## config.mk

```make
export PLATFORM = sky130hd
export DESIGN_NAME = latency_profiler_slots
export DESIGN_NICKNAME = d
export VERILOG_FILES = /design/src/design/lps_pkg.sv /design/src/design/lps_ram.sv /design/src/design/lps_div.sv /design/src/design/lps_ctrl.sv /design/src/design/lps_dp.sv /design/src/design/latency_profiler_slots.sv
export SDC_FILE = /design/constraint.sdc
export NUM_CORES = 2
export LEC_CHECK = 0
export BUFFER_PORTS_ARGS = -buffer_cell sky130_fd_sc_hd__buf_2
export CELL_PAD_IN_SITES_DETAIL_PLACEMENT = 1
export CELL_PAD_IN_SITES_GLOBAL_PLACEMENT = 1
export CORE_AREA = 5 5 485 487
export DETAILED_ROUTE_END_ITERATION = 6
export DIE_AREA = 0 0 490 492
export GPL_TIMING_DRIVEN = 0
export PLACE_DENSITY_LB_ADDON = 0.1
export SETUP_SLACK_MARGIN = 0.4
export SYNTH_ARGS = -nofsm -noshare
export SYNTH_HDL_FRONTEND = slang
export SYNTH_SLANG_ARGS = --single-unit
```

## constraint.sdc

```tcl
create_clock -name clock -period 10.06 [get_ports clock]
set_input_delay 0.503 -clock clock [delete_from_list [all_inputs] [get_ports clock]]
set_output_delay 0.503 -clock clock [all_outputs]
set_load 0.1 [all_outputs]
```

## src/design/lps_pkg.sv

```systemverilog
// shared constants, codes and controller/datapath interface types
package lps_pkg;

   // pool size and derived widths
   localparam int SLOTS        = 16;
   localparam int SLOT_FIELD_W = 5;
   localparam int SLOT_IDX_W   = (SLOTS > 1) ? $clog2(SLOTS) : 1;
   localparam int SLOT_FIELD_MAX = (1 << SLOT_FIELD_W) - 1;
   localparam int GRANT_SLOTS  = (SLOTS < SLOT_FIELD_MAX) ? SLOTS : SLOT_FIELD_MAX;

   // data widths
   localparam int DATA_W   = 64;
   localparam int PERIOD_W = 10;
   localparam int DIV_CNT_W = $clog2(DATA_W);

   localparam logic [PERIOD_W-1:0]     PERIOD_RESET = PERIOD_W'(1000);
   localparam logic [SLOT_FIELD_W-1:0] SLOT_NONE    = '1;

   // request modes
   localparam logic [1:0] MODE_ENTER = 2'd0;
   localparam logic [1:0] MODE_EXIT  = 2'd1;
   localparam logic [1:0] MODE_TICK  = 2'd2;
   localparam logic [1:0] MODE_NOP   = 2'd3;

   // response status codes
   localparam logic [1:0] STAT_DONE        = 2'd0;
   localparam logic [1:0] STAT_NO_SLOT     = 2'd1;
   localparam logic [1:0] STAT_NOT_COUNTED = 2'd2;
   localparam logic [1:0] STAT_IGNORED     = 2'd3;

   // commands from controller to datapath
   typedef struct packed {
      logic load;       // capture accepted request, launch start read
      logic exec;       // evaluate request against slot state
      logic acc;        // add pending latency to totals
      logic div_start;  // launch average division
      logic out_load;   // move result into output register
   } cmd_type;

   // status from datapath to controller
   typedef struct packed {
      logic count_go;   // exit latency needs accumulating
      logic report_go;  // tick reached a report with nonzero totals
      logic div_done;   // quotient ready
      logic out_free;   // output register can take a result
   } sts_type;

endpackage

```

## src/design/lps_ram.sv

```systemverilog
// generic single-port-write ram with registered read
module lps_ram #(
   parameter int WIDTH = 64,
   parameter int DEPTH = 16
) (
   input  logic                     clock,
   input  logic                     wr_en,
   input  logic [$clog2(DEPTH)-1:0] wr_addr,
   input  logic [WIDTH-1:0]         wr_data,
   input  logic                     rd_en,
   input  logic [$clog2(DEPTH)-1:0] rd_addr,
   output logic [WIDTH-1:0]         rd_data
);

   logic [WIDTH-1:0] mem_ff [DEPTH];
   logic [WIDTH-1:0] rd_data_ff;

   // write port and registered read port
   always_ff @(posedge clock) begin
      if (wr_en) begin
         mem_ff[wr_addr] <= wr_data;
      end
      if (rd_en) begin
         rd_data_ff <= mem_ff[rd_addr];
      end
   end

   assign rd_data = rd_data_ff;

endmodule

```

## src/design/lps_div.sv

```systemverilog
// restoring divider, one quotient bit per cycle
module lps_div
   import lps_pkg::*;
(
   input  logic              clock,
   input  logic              reset,
   input  logic              start,
   input  logic [DATA_W-1:0] dividend,
   input  logic [DATA_W-1:0] divisor,
   output logic              done,
   output logic [DATA_W-1:0] quotient
);

   logic [DATA_W:0]    rem_ff, rem_in;
   logic [DATA_W-1:0]  quo_ff, quo_in;
   logic [DATA_W-1:0]  dvs_ff, dvs_in;
   logic [DIV_CNT_W-1:0] cnt_ff, cnt_in;
   logic               run_ff, run_in;
   logic               done_ff, done_in;
   logic [DATA_W:0]    shifted;
   logic [DATA_W+1:0]  trial;

   // one shift-subtract step
   always_comb begin
      shifted = {rem_ff[DATA_W-1:0], quo_ff[DATA_W-1]};
      trial   = {1'b0, shifted} - {2'b00, dvs_ff};
      rem_in  = rem_ff;
      quo_in  = quo_ff;
      dvs_in  = dvs_ff;
      cnt_in  = cnt_ff;
      run_in  = run_ff;
      done_in = 1'b0;
      if (start) begin
         rem_in = '0;
         quo_in = dividend;
         dvs_in = divisor;
         cnt_in = '1;
         run_in = 1'b1;
      end else if (run_ff) begin
         if (!trial[DATA_W+1]) begin
            rem_in = trial[DATA_W:0];
            quo_in = {quo_ff[DATA_W-2:0], 1'b1};
         end else begin
            rem_in = shifted;
            quo_in = {quo_ff[DATA_W-2:0], 1'b0};
         end
         cnt_in = cnt_ff - 1'b1;
         if (cnt_ff == '0) begin
            run_in  = 1'b0;
            done_in = 1'b1;
         end
      end
   end

   // control state
   always_ff @(posedge clock) begin
      if (reset) begin
         run_ff  <= 1'b0;
         done_ff <= 1'b0;
      end else begin
         run_ff  <= run_in;
         done_ff <= done_in;
      end
   end

   // working registers
   always_ff @(posedge clock) begin
      rem_ff <= rem_in;
      quo_ff <= quo_in;
      dvs_ff <= dvs_in;
      cnt_ff <= cnt_in;
   end

   assign done     = done_ff;
   assign quotient = quo_ff;

endmodule

```

## src/design/lps_ctrl.sv

```systemverilog
// sequencing state machine for one request at a time
module lps_ctrl
   import lps_pkg::*;
(
   input  logic    clock,
   input  logic    reset,
   input  logic    req_valid,
   output logic    req_stall,
   input  sts_type sts,
   output cmd_type cmd
);

   typedef enum logic [2:0] {
      ST_IDLE,
      ST_EXEC,
      ST_ACC,
      ST_DIV,
      ST_DONE
   } state_type;

   state_type state_ff, state_in;

   // next state and commands
   always_comb begin
      state_in = state_ff;
      cmd      = '0;
      case (state_ff)
         ST_IDLE: begin
            if (req_valid) begin
               cmd.load = 1'b1;
               state_in = ST_EXEC;
            end
         end
         ST_EXEC: begin
            cmd.exec = 1'b1;
            if (sts.count_go) begin
               state_in = ST_ACC;
            end else if (sts.report_go) begin
               cmd.div_start = 1'b1;
               state_in      = ST_DIV;
            end else begin
               state_in = ST_DONE;
            end
         end
         ST_ACC: begin
            cmd.acc  = 1'b1;
            state_in = ST_DONE;
         end
         ST_DIV: begin
            if (sts.div_done) begin
               state_in = ST_DONE;
            end
         end
         ST_DONE: begin
            if (sts.out_free) begin
               cmd.out_load = 1'b1;
               state_in     = ST_IDLE;
            end
         end
         default: begin
            state_in = ST_IDLE;
         end
      endcase
   end

   // state register
   always_ff @(posedge clock) begin
      if (reset) begin
         state_ff <= ST_IDLE;
      end else begin
         state_ff <= state_in;
      end
   end

   assign req_stall = (state_ff != ST_IDLE);

endmodule

```

## src/design/lps_dp.sv

```systemverilog
// slot pool, totals, tick counter, divider and output register
module lps_dp
   import lps_pkg::*;
(
   input  logic                           clock,
   input  logic                           reset,
   input  cmd_type                        cmd,
   output sts_type                        sts,
   input  logic [1:0]                     req_mode,
   input  logic signed [SLOT_FIELD_W-1:0] req_slot_in,
   input  logic [DATA_W-1:0]              req_timestamp,
   input  logic                           csr_wr_en,
   input  logic [PERIOD_W-1:0]            csr_wr_data,
   output logic                           rsp_valid,
   input  logic                           rsp_stall,
   output logic signed [SLOT_FIELD_W-1:0] rsp_slot_out,
   output logic [1:0]                     rsp_status,
   output logic                           rsp_report_valid,
   output logic [DATA_W-1:0]              rsp_report_calls,
   output logic [DATA_W-1:0]              rsp_report_average
);

   // captured request
   logic [1:0]              mode_ff;
   logic [SLOT_FIELD_W-1:0] slot_ff;
   logic [DATA_W-1:0]       ts_ff;

   // block state
   logic [SLOTS-1:0]        busy_ff, busy_in;
   logic [DATA_W-1:0]       total_ff, total_in;
   logic [DATA_W-1:0]       count_ff, count_in;
   logic [PERIOD_W-1:0]     tick_ff, tick_in;
   logic [PERIOD_W-1:0]     period_ff;
   logic [DATA_W-1:0]       diff_ff, diff_in;

   // pending result
   logic [SLOT_FIELD_W-1:0] res_slot_ff, res_slot_in;
   logic [1:0]              res_status_ff, res_status_in;
   logic                    res_valid_ff, res_valid_in;
   logic [DATA_W-1:0]       res_calls_ff, res_calls_in;
   logic [DATA_W-1:0]       res_avg_ff, res_avg_in;

   // output register
   logic                    out_valid_ff;
   logic [SLOT_FIELD_W-1:0] out_slot_ff;
   logic [1:0]              out_status_ff;
   logic                    out_rvalid_ff;
   logic [DATA_W-1:0]       out_calls_ff;
   logic [DATA_W-1:0]       out_avg_ff;

   logic [SLOT_IDX_W-1:0]   rd_addr;
   logic [SLOT_IDX_W-1:0]   exit_idx;
   logic [SLOT_IDX_W-1:0]   free_idx;
   logic                    free_found;
   logic                    exit_ok;
   logic [DATA_W-1:0]       start_rd;
   logic                    ram_wr;
   logic [PERIOD_W:0]       tick_next;
   logic                    tick_hit;
   logic                    div_done;
   logic [DATA_W-1:0]       quotient;

   // start timestamp store
   assign rd_addr = SLOT_IDX_W'($unsigned(req_slot_in));
   assign ram_wr  = cmd.exec && (mode_ff == MODE_ENTER) && free_found;

   lps_ram #(
      .WIDTH (DATA_W),
      .DEPTH (SLOTS)
   ) u_start_ram (
      .clock   (clock),
      .wr_en   (ram_wr),
      .wr_addr (free_idx),
      .wr_data (ts_ff),
      .rd_en   (cmd.load),
      .rd_addr (rd_addr),
      .rd_data (start_rd)
   );

   // lowest free grantable slot
   always_comb begin
      free_found = 1'b0;
      free_idx   = '0;
      for (int i = GRANT_SLOTS - 1; i >= 0; i--) begin
         if (!busy_ff[i]) begin
            free_found = 1'b1;
            free_idx   = SLOT_IDX_W'(i);
         end
      end
   end

   // exit slot check: not negative, in range and busy
   assign exit_idx = SLOT_IDX_W'(slot_ff);
   assign exit_ok  = !slot_ff[SLOT_FIELD_W-1] && (32'(slot_ff) < SLOTS) && busy_ff[exit_idx];

   // tick reaching the report point
   assign tick_next = {1'b0, tick_ff} + 1'b1;
   assign tick_hit  = tick_next >= {1'b0, period_ff};

   // status towards the controller
   always_comb begin
      sts           = '0;
      sts.count_go  = (mode_ff == MODE_EXIT) && exit_ok && (start_rd < ts_ff);
      sts.report_go = (mode_ff == MODE_TICK) && tick_hit
                      && (total_ff != '0) && (count_ff != '0);
      sts.div_done  = div_done;
      sts.out_free  = !out_valid_ff || !rsp_stall;
   end

   // request evaluation and accumulation
   always_comb begin
      busy_in       = busy_ff;
      total_in      = total_ff;
      count_in      = count_ff;
      tick_in       = tick_ff;
      diff_in       = diff_ff;
      res_slot_in   = res_slot_ff;
      res_status_in = res_status_ff;
      res_valid_in  = res_valid_ff;
      res_calls_in  = res_calls_ff;
      res_avg_in    = res_avg_ff;
      if (cmd.exec) begin
         res_slot_in   = SLOT_NONE;
         res_status_in = STAT_DONE;
         res_valid_in  = 1'b0;
         res_calls_in  = '0;
         res_avg_in    = '0;
         case (mode_ff)
            MODE_ENTER: begin
               if (free_found) begin
                  busy_in[free_idx] = 1'b1;
                  res_slot_in       = SLOT_FIELD_W'(free_idx);
               end else begin
                  res_status_in = STAT_NO_SLOT;
               end
            end
            MODE_EXIT: begin
               if (!exit_ok) begin
                  res_status_in = STAT_IGNORED;
               end else begin
                  busy_in[exit_idx] = 1'b0;
                  if (start_rd < ts_ff) begin
                     diff_in = ts_ff - start_rd;
                  end else begin
                     res_status_in = STAT_NOT_COUNTED;
                  end
               end
            end
            MODE_TICK: begin
               if (tick_hit) begin
                  tick_in = '0;
                  if (sts.report_go) begin
                     res_valid_in = 1'b1;
                     res_calls_in = count_ff;
                  end
               end else begin
                  tick_in = tick_next[PERIOD_W-1:0];
               end
            end
            default: begin
            end
         endcase
      end
      if (cmd.acc) begin
         total_in = total_ff + diff_ff;
         count_in = count_ff + 1'b1;
      end
      if (div_done) begin
         res_avg_in = quotient;
      end
   end

   // average division
   lps_div u_div (
      .clock    (clock),
      .reset    (reset),
      .start    (cmd.div_start),
      .dividend (total_ff),
      .divisor  (count_ff),
      .done     (div_done),
      .quotient (quotient)
   );

   // control state and totals
   always_ff @(posedge clock) begin
      if (reset) begin
         busy_ff      <= '0;
         total_ff     <= '0;
         count_ff     <= '0;
         tick_ff      <= '0;
         period_ff    <= PERIOD_RESET;
         out_valid_ff <= 1'b0;
      end else begin
         busy_ff  <= busy_in;
         total_ff <= total_in;
         count_ff <= count_in;
         tick_ff  <= tick_in;
         if (csr_wr_en) begin
            period_ff <= csr_wr_data;
         end
         if (cmd.out_load) begin
            out_valid_ff <= 1'b1;
         end else if (!rsp_stall) begin
            out_valid_ff <= 1'b0;
         end
      end
   end

   // payload registers
   always_ff @(posedge clock) begin
      if (cmd.load) begin
         mode_ff <= req_mode;
         slot_ff <= $unsigned(req_slot_in);
         ts_ff   <= req_timestamp;
      end
      diff_ff       <= diff_in;
      res_slot_ff   <= res_slot_in;
      res_status_ff <= res_status_in;
      res_valid_ff  <= res_valid_in;
      res_calls_ff  <= res_calls_in;
      res_avg_ff    <= res_avg_in;
      if (cmd.out_load) begin
         out_slot_ff   <= res_slot_ff;
         out_status_ff <= res_status_ff;
         out_rvalid_ff <= res_valid_ff;
         out_calls_ff  <= res_calls_ff;
         out_avg_ff    <= res_avg_ff;
      end
   end

   assign rsp_valid          = out_valid_ff;
   assign rsp_slot_out       = $signed(out_slot_ff);
   assign rsp_status         = out_status_ff;
   assign rsp_report_valid   = out_rvalid_ff;
   assign rsp_report_calls   = out_calls_ff;
   assign rsp_report_average = out_avg_ff;

endmodule

```

## src/design/latency_profiler_slots.sv

```systemverilog
// top level of the slot-based call latency profiler
// The profiler handles one request at a time. For an enter, an exit that is not
// counted, an ignored exit, a no-op or a tick without report, the request is
// evaluated and its result is then moved into the output register. A counted
// exit adds its latency to the total in a state of its own, after the stored
// start has been read from a registered memory. A tick that produces a report
// waits for the 64-bit restoring divider, which forms the average one bit per
// cycle. A new request is accepted as soon as the previous one has been placed
// in the output register, even while that response still waits to be taken.
module latency_profiler_slots
   import lps_pkg::*;
(
   input  logic                           clock,
   input  logic                           reset,
   input  logic                           req_valid,
   output logic                           req_stall,
   input  logic [1:0]                     req_mode,
   input  logic signed [SLOT_FIELD_W-1:0] req_slot_in,
   input  logic [DATA_W-1:0]              req_timestamp,
   input  logic                           csr_wr_en,
   input  logic [PERIOD_W-1:0]            csr_wr_data,
   output logic                           rsp_valid,
   input  logic                           rsp_stall,
   output logic signed [SLOT_FIELD_W-1:0] rsp_slot_out,
   output logic [1:0]                     rsp_status,
   output logic                           rsp_report_valid,
   output logic [DATA_W-1:0]              rsp_report_calls,
   output logic [DATA_W-1:0]              rsp_report_average
);

   cmd_type cmd;
   sts_type sts;

   // sequencer
   lps_ctrl u_ctrl (
      .clock     (clock),
      .reset     (reset),
      .req_valid (req_valid),
      .req_stall (req_stall),
      .sts       (sts),
      .cmd       (cmd)
   );

   // datapath
   lps_dp u_dp (
      .clock              (clock),
      .reset              (reset),
      .cmd                (cmd),
      .sts                (sts),
      .req_mode           (req_mode),
      .req_slot_in        (req_slot_in),
      .req_timestamp      (req_timestamp),
      .csr_wr_en          (csr_wr_en),
      .csr_wr_data        (csr_wr_data),
      .rsp_valid          (rsp_valid),
      .rsp_stall          (rsp_stall),
      .rsp_slot_out       (rsp_slot_out),
      .rsp_status         (rsp_status),
      .rsp_report_valid   (rsp_report_valid),
      .rsp_report_calls   (rsp_report_calls),
      .rsp_report_average (rsp_report_average)
   );

`ifndef SYNTHESIS
   // an accepted request raises the stall and holds off the next one
   assert property (@(posedge clock) disable iff (reset)
      (req_valid && !req_stall) |=> req_stall)
      else $error("request accepted back to back");

   // report fields are zero unless a report is flagged
   assert property (@(posedge clock) disable iff (reset)
      (rsp_valid && !rsp_report_valid) |->
         (rsp_report_calls == '0) && (rsp_report_average == '0))
      else $error("report fields set without a report");

   // a granted slot always comes with done status
   assert property (@(posedge clock) disable iff (reset)
      (rsp_valid && (rsp_slot_out != $signed(SLOT_NONE))) |-> (rsp_status == STAT_DONE))
      else $error("slot granted with a failing status");

   // output register is only loaded when it can take the result
   assert property (@(posedge clock) disable iff (reset)
      cmd.out_load |-> sts.out_free)
      else $error("response overwritten while stalled");
`endif

endmodule
```

==> qor.csv <==
metric,value,unit
wire_per_inst,25.2,µm
setup_ws,4.23,ns
start_kind,register,
yosys.cell_types.count,98,
regArea,0.0535,mm²
crit_buf_inv,4,
ant_nets,0,
worst_hold_path_type,input port to register,
hold_viol,0,
multi_input_area,0.0248,mm²
period_share,58.0,%
via_per_inst,5.14,
clock-sinks,1863,
drt_iter0_markers,3169,
drive_gt1_share,15.8,%
gp_congestion,0.814,
path_class,register to register,
dpl_worst_slack,4.28,ns
cp.arrival,6.39,ns
dpl.cell_count,8711,
yosysWarnings,0,
leakage,32.7,nW
grt_pass1_vias,49600,
die-height,492,µm
cts_root_buffer,clkbuf_16,
cts_buffers,204,
max_clock_freq,0.172,GHz
synth_async_sr_flop_share,0,%
seq_area_frac_synth,66.9,%
cts_tree,done,
cts-htree-levels,4,
p_per_area,184,mW/mm²
synth_flop_cell,edfxtp_1,
drv_slew,0,
cts_setup_buffers,0,
postCtsResizedCells,0,
yosys.area.top_type,edfxtp_1,
worst_pin_slew,1.37,ns
timing.slew.headroom,8.54,%
power.total,0.0172,W
setup_viol,0,
via_count,47200,
cts_max_path_buffers,3,
ios,224,
die_w,490,µm
syn2layout_area_growth,16.6,%
finClkSkew,0.0682,ns
slowest_stage,nor4_1,
status,"finished, final reports clean",
drt_first_pass_iters,7,
max_stage_delay,1.03,ns
insertion_delay,0.89,ns
numPortBuffers,221,
overflow,0,
required,10.62,ns
syn_avg_cell_area,14.8,µm²
synth_edf_count,1623,
postSynthCellCount,5408,
core_region_area,0.231,mm²
nFillCells,23300,
path_cells,clkbuf_1 -> nor4_1 -> nand4_1 -> nor4_1 -> nor4b_4 -> nand2_1 -> inv_2 -> nor2_1 -> inv_2 -> buf_12,
grt_first_pass_wirelength,340000,µm
grt_max_degree,65,
holdWs,0.102,ns
routed_wl,231000,µm
hp-start,csr_wr_en,
track_usage,18.8,%
worstSetupStartpoint,u_dp.count_ff[16]$_SDFFE_PP0P_,
ys_ff_latch,1863,
crit_family,simple AND/OR/NAND/NOR gates,
dp_hpwl,163000,µm
peakVddDrop,0.176,mV
drt_drc_violations_left,0,
start_util,34.7,%
clk_pin_slew,0.06,ns
synthesis.area,0.0801,mm²
fp.dieArea,0.241,mm²
antenna_found_initial,21,
endpoint_kind,register,
final_cells,9171,
nets,6251,
cp_max_fo,43,
synthTopCellsByArea,"edfxtp_1 (61%), mux4_2 (9.1%), dfxtp_1 (6.0%), ha_1 (3.2%), nand2_1 (2.5%)",
min_period,5.83,ns
drv_cap,0,
rsz0062_at_grt,false,
timing.rr.start,u_dp.count_ff[16]$_SDFFE_PP0P_,
std_cell_rows,177,
syn-num-nets,5703,
final_common_cell,edfxtp_1,
layout_common_cells,"edfxtp_1 (1623), nand2_1 (536), mux4_2 (325)",
cts_hold_buf,82,
yosys.area.top_type_share,60.9,%
[cells in the mapped netlist, drive strengths merged, types with 31 or more instances]
cell,instances
clkbuf,170
mux2i,36
xor2,115
buf,58
o21ai,199
nand2,536
dfxtp,240
nor2,267
a211oi,57
nand3,72
and2,151
nor4,45
and3,50
edfxtp,1623
nand4,70
xnor2,119
a21oi,313
inv,216
a31oi,36
a21o,119
ha,206
nor2b,31
mux4,325
nor3,47
[layout make-up]
type                    count  area share, %
clock inverters           125           1.38
inverters                 216          0.911
repair buffers            342           2.99
multi-input cells        3101           26.6
well taps                3043           4.08
clock buffers             251           5.66
flip-flops and latches   1863           57.4
diodes                      2        0.00536
plain buffers             228           1.00
[routing by layer]
layer  vias up  track usage, %  routed length, µm
met5         -               0                  0
met4         0            4.33               4430
met3       254            2.58               9100
met2       914            31.2             110000
met1     24200            26.3             107000
li1      21800               -                  -
[through the flow]
stage / util, % / setup TNS, ns / area (µm²)
2_1_floorplan: - / 0 / 80100
3_3_place_gp: 36.8 / -2375.97 / 85000
3_5_place_dp: 37.2 / 0 / 86000
4_1_cts: 40.4 / 0 / 93300
5_1_grt: 40.4 / 0 / 93400
6_report: 40.4 / 0 / 93400
[flip-flops by register name, summed over array words and instances, names as in the netlist, 3 cells and up]
signal                    cells
u_dp.u_div.quotient          64
u_dp.res_calls_ff            64
u_dp.u_div.cnt_ff             6
u_dp.rsp_report_average      64
u_dp.total_ff                64
u_dp.u_div.rem_ff            64
u_dp.count_ff                64
u_dp.res_slot_ff              5
u_dp.u_start_ram.rd_data     64
u_ctrl.state_ff               3
u_dp.rsp_slot_out             5
u_dp.diff_ff                 64
u_dp.period_ff               10
u_dp.slot_ff                  5
u_dp.u_start_ram.mem_ff    1024
u_dp.res_avg_ff              64
u_dp.busy_ff                 16
u_dp.u_div.dvs_ff            64
u_dp.rsp_report_calls        64
u_dp.ts_ff                   64
u_dp.tick_ff                 10
[power breakdown]
part / internal (W) / total [W] / switching [W]
Clock: 0.00414 / 0.00736 / 0.00321
Combinational: 0.000423 / 0.00119 / 0.000772
Sequential: 0.00853 / 0.00865 / 0.000116
Total: 0.0131 / 0.0172 / 0.00410
[logic make-up (layout without fill, tap and decap cells)]
kind of cell | Yosys count | after routing | synth area share (%)
buffers and inverters | 444 | 1162 | 2.17
AND/OR/NAND/NOR | 1377 | 1377 | 8.24
XOR/XNOR | 234 | 234 | 2.56
flip-flops | 1863 | 1863 | 66.9
adder cells (fa/ha/maj) | 209 | 209 | 3.29
other | 0 | 2 | 0
AO/OA/AOI/OAI | 919 | 919 | 7.27
multiplexers | 362 | 362 | 9.60
[worst paths after layout]
path | slack (ns) | depth (start not counted) | to
worst min-delay path | 0.10 | 2 | u_dp.period_ff[3]$_SDFFE_PP1P_
worst min register to register | 0.37 | 0 | u_dp.rsp_report_calls[43]$_DFFE_PP_
worst max register to register | 4.23 | 10 | u_dp.u_div.quotient[22]$_DFFE_PP_
worst max-delay path | 4.23 | 10 | u_dp.u_div.quotient[22]$_DFFE_PP_
Power figures use the tool's default switching activity.
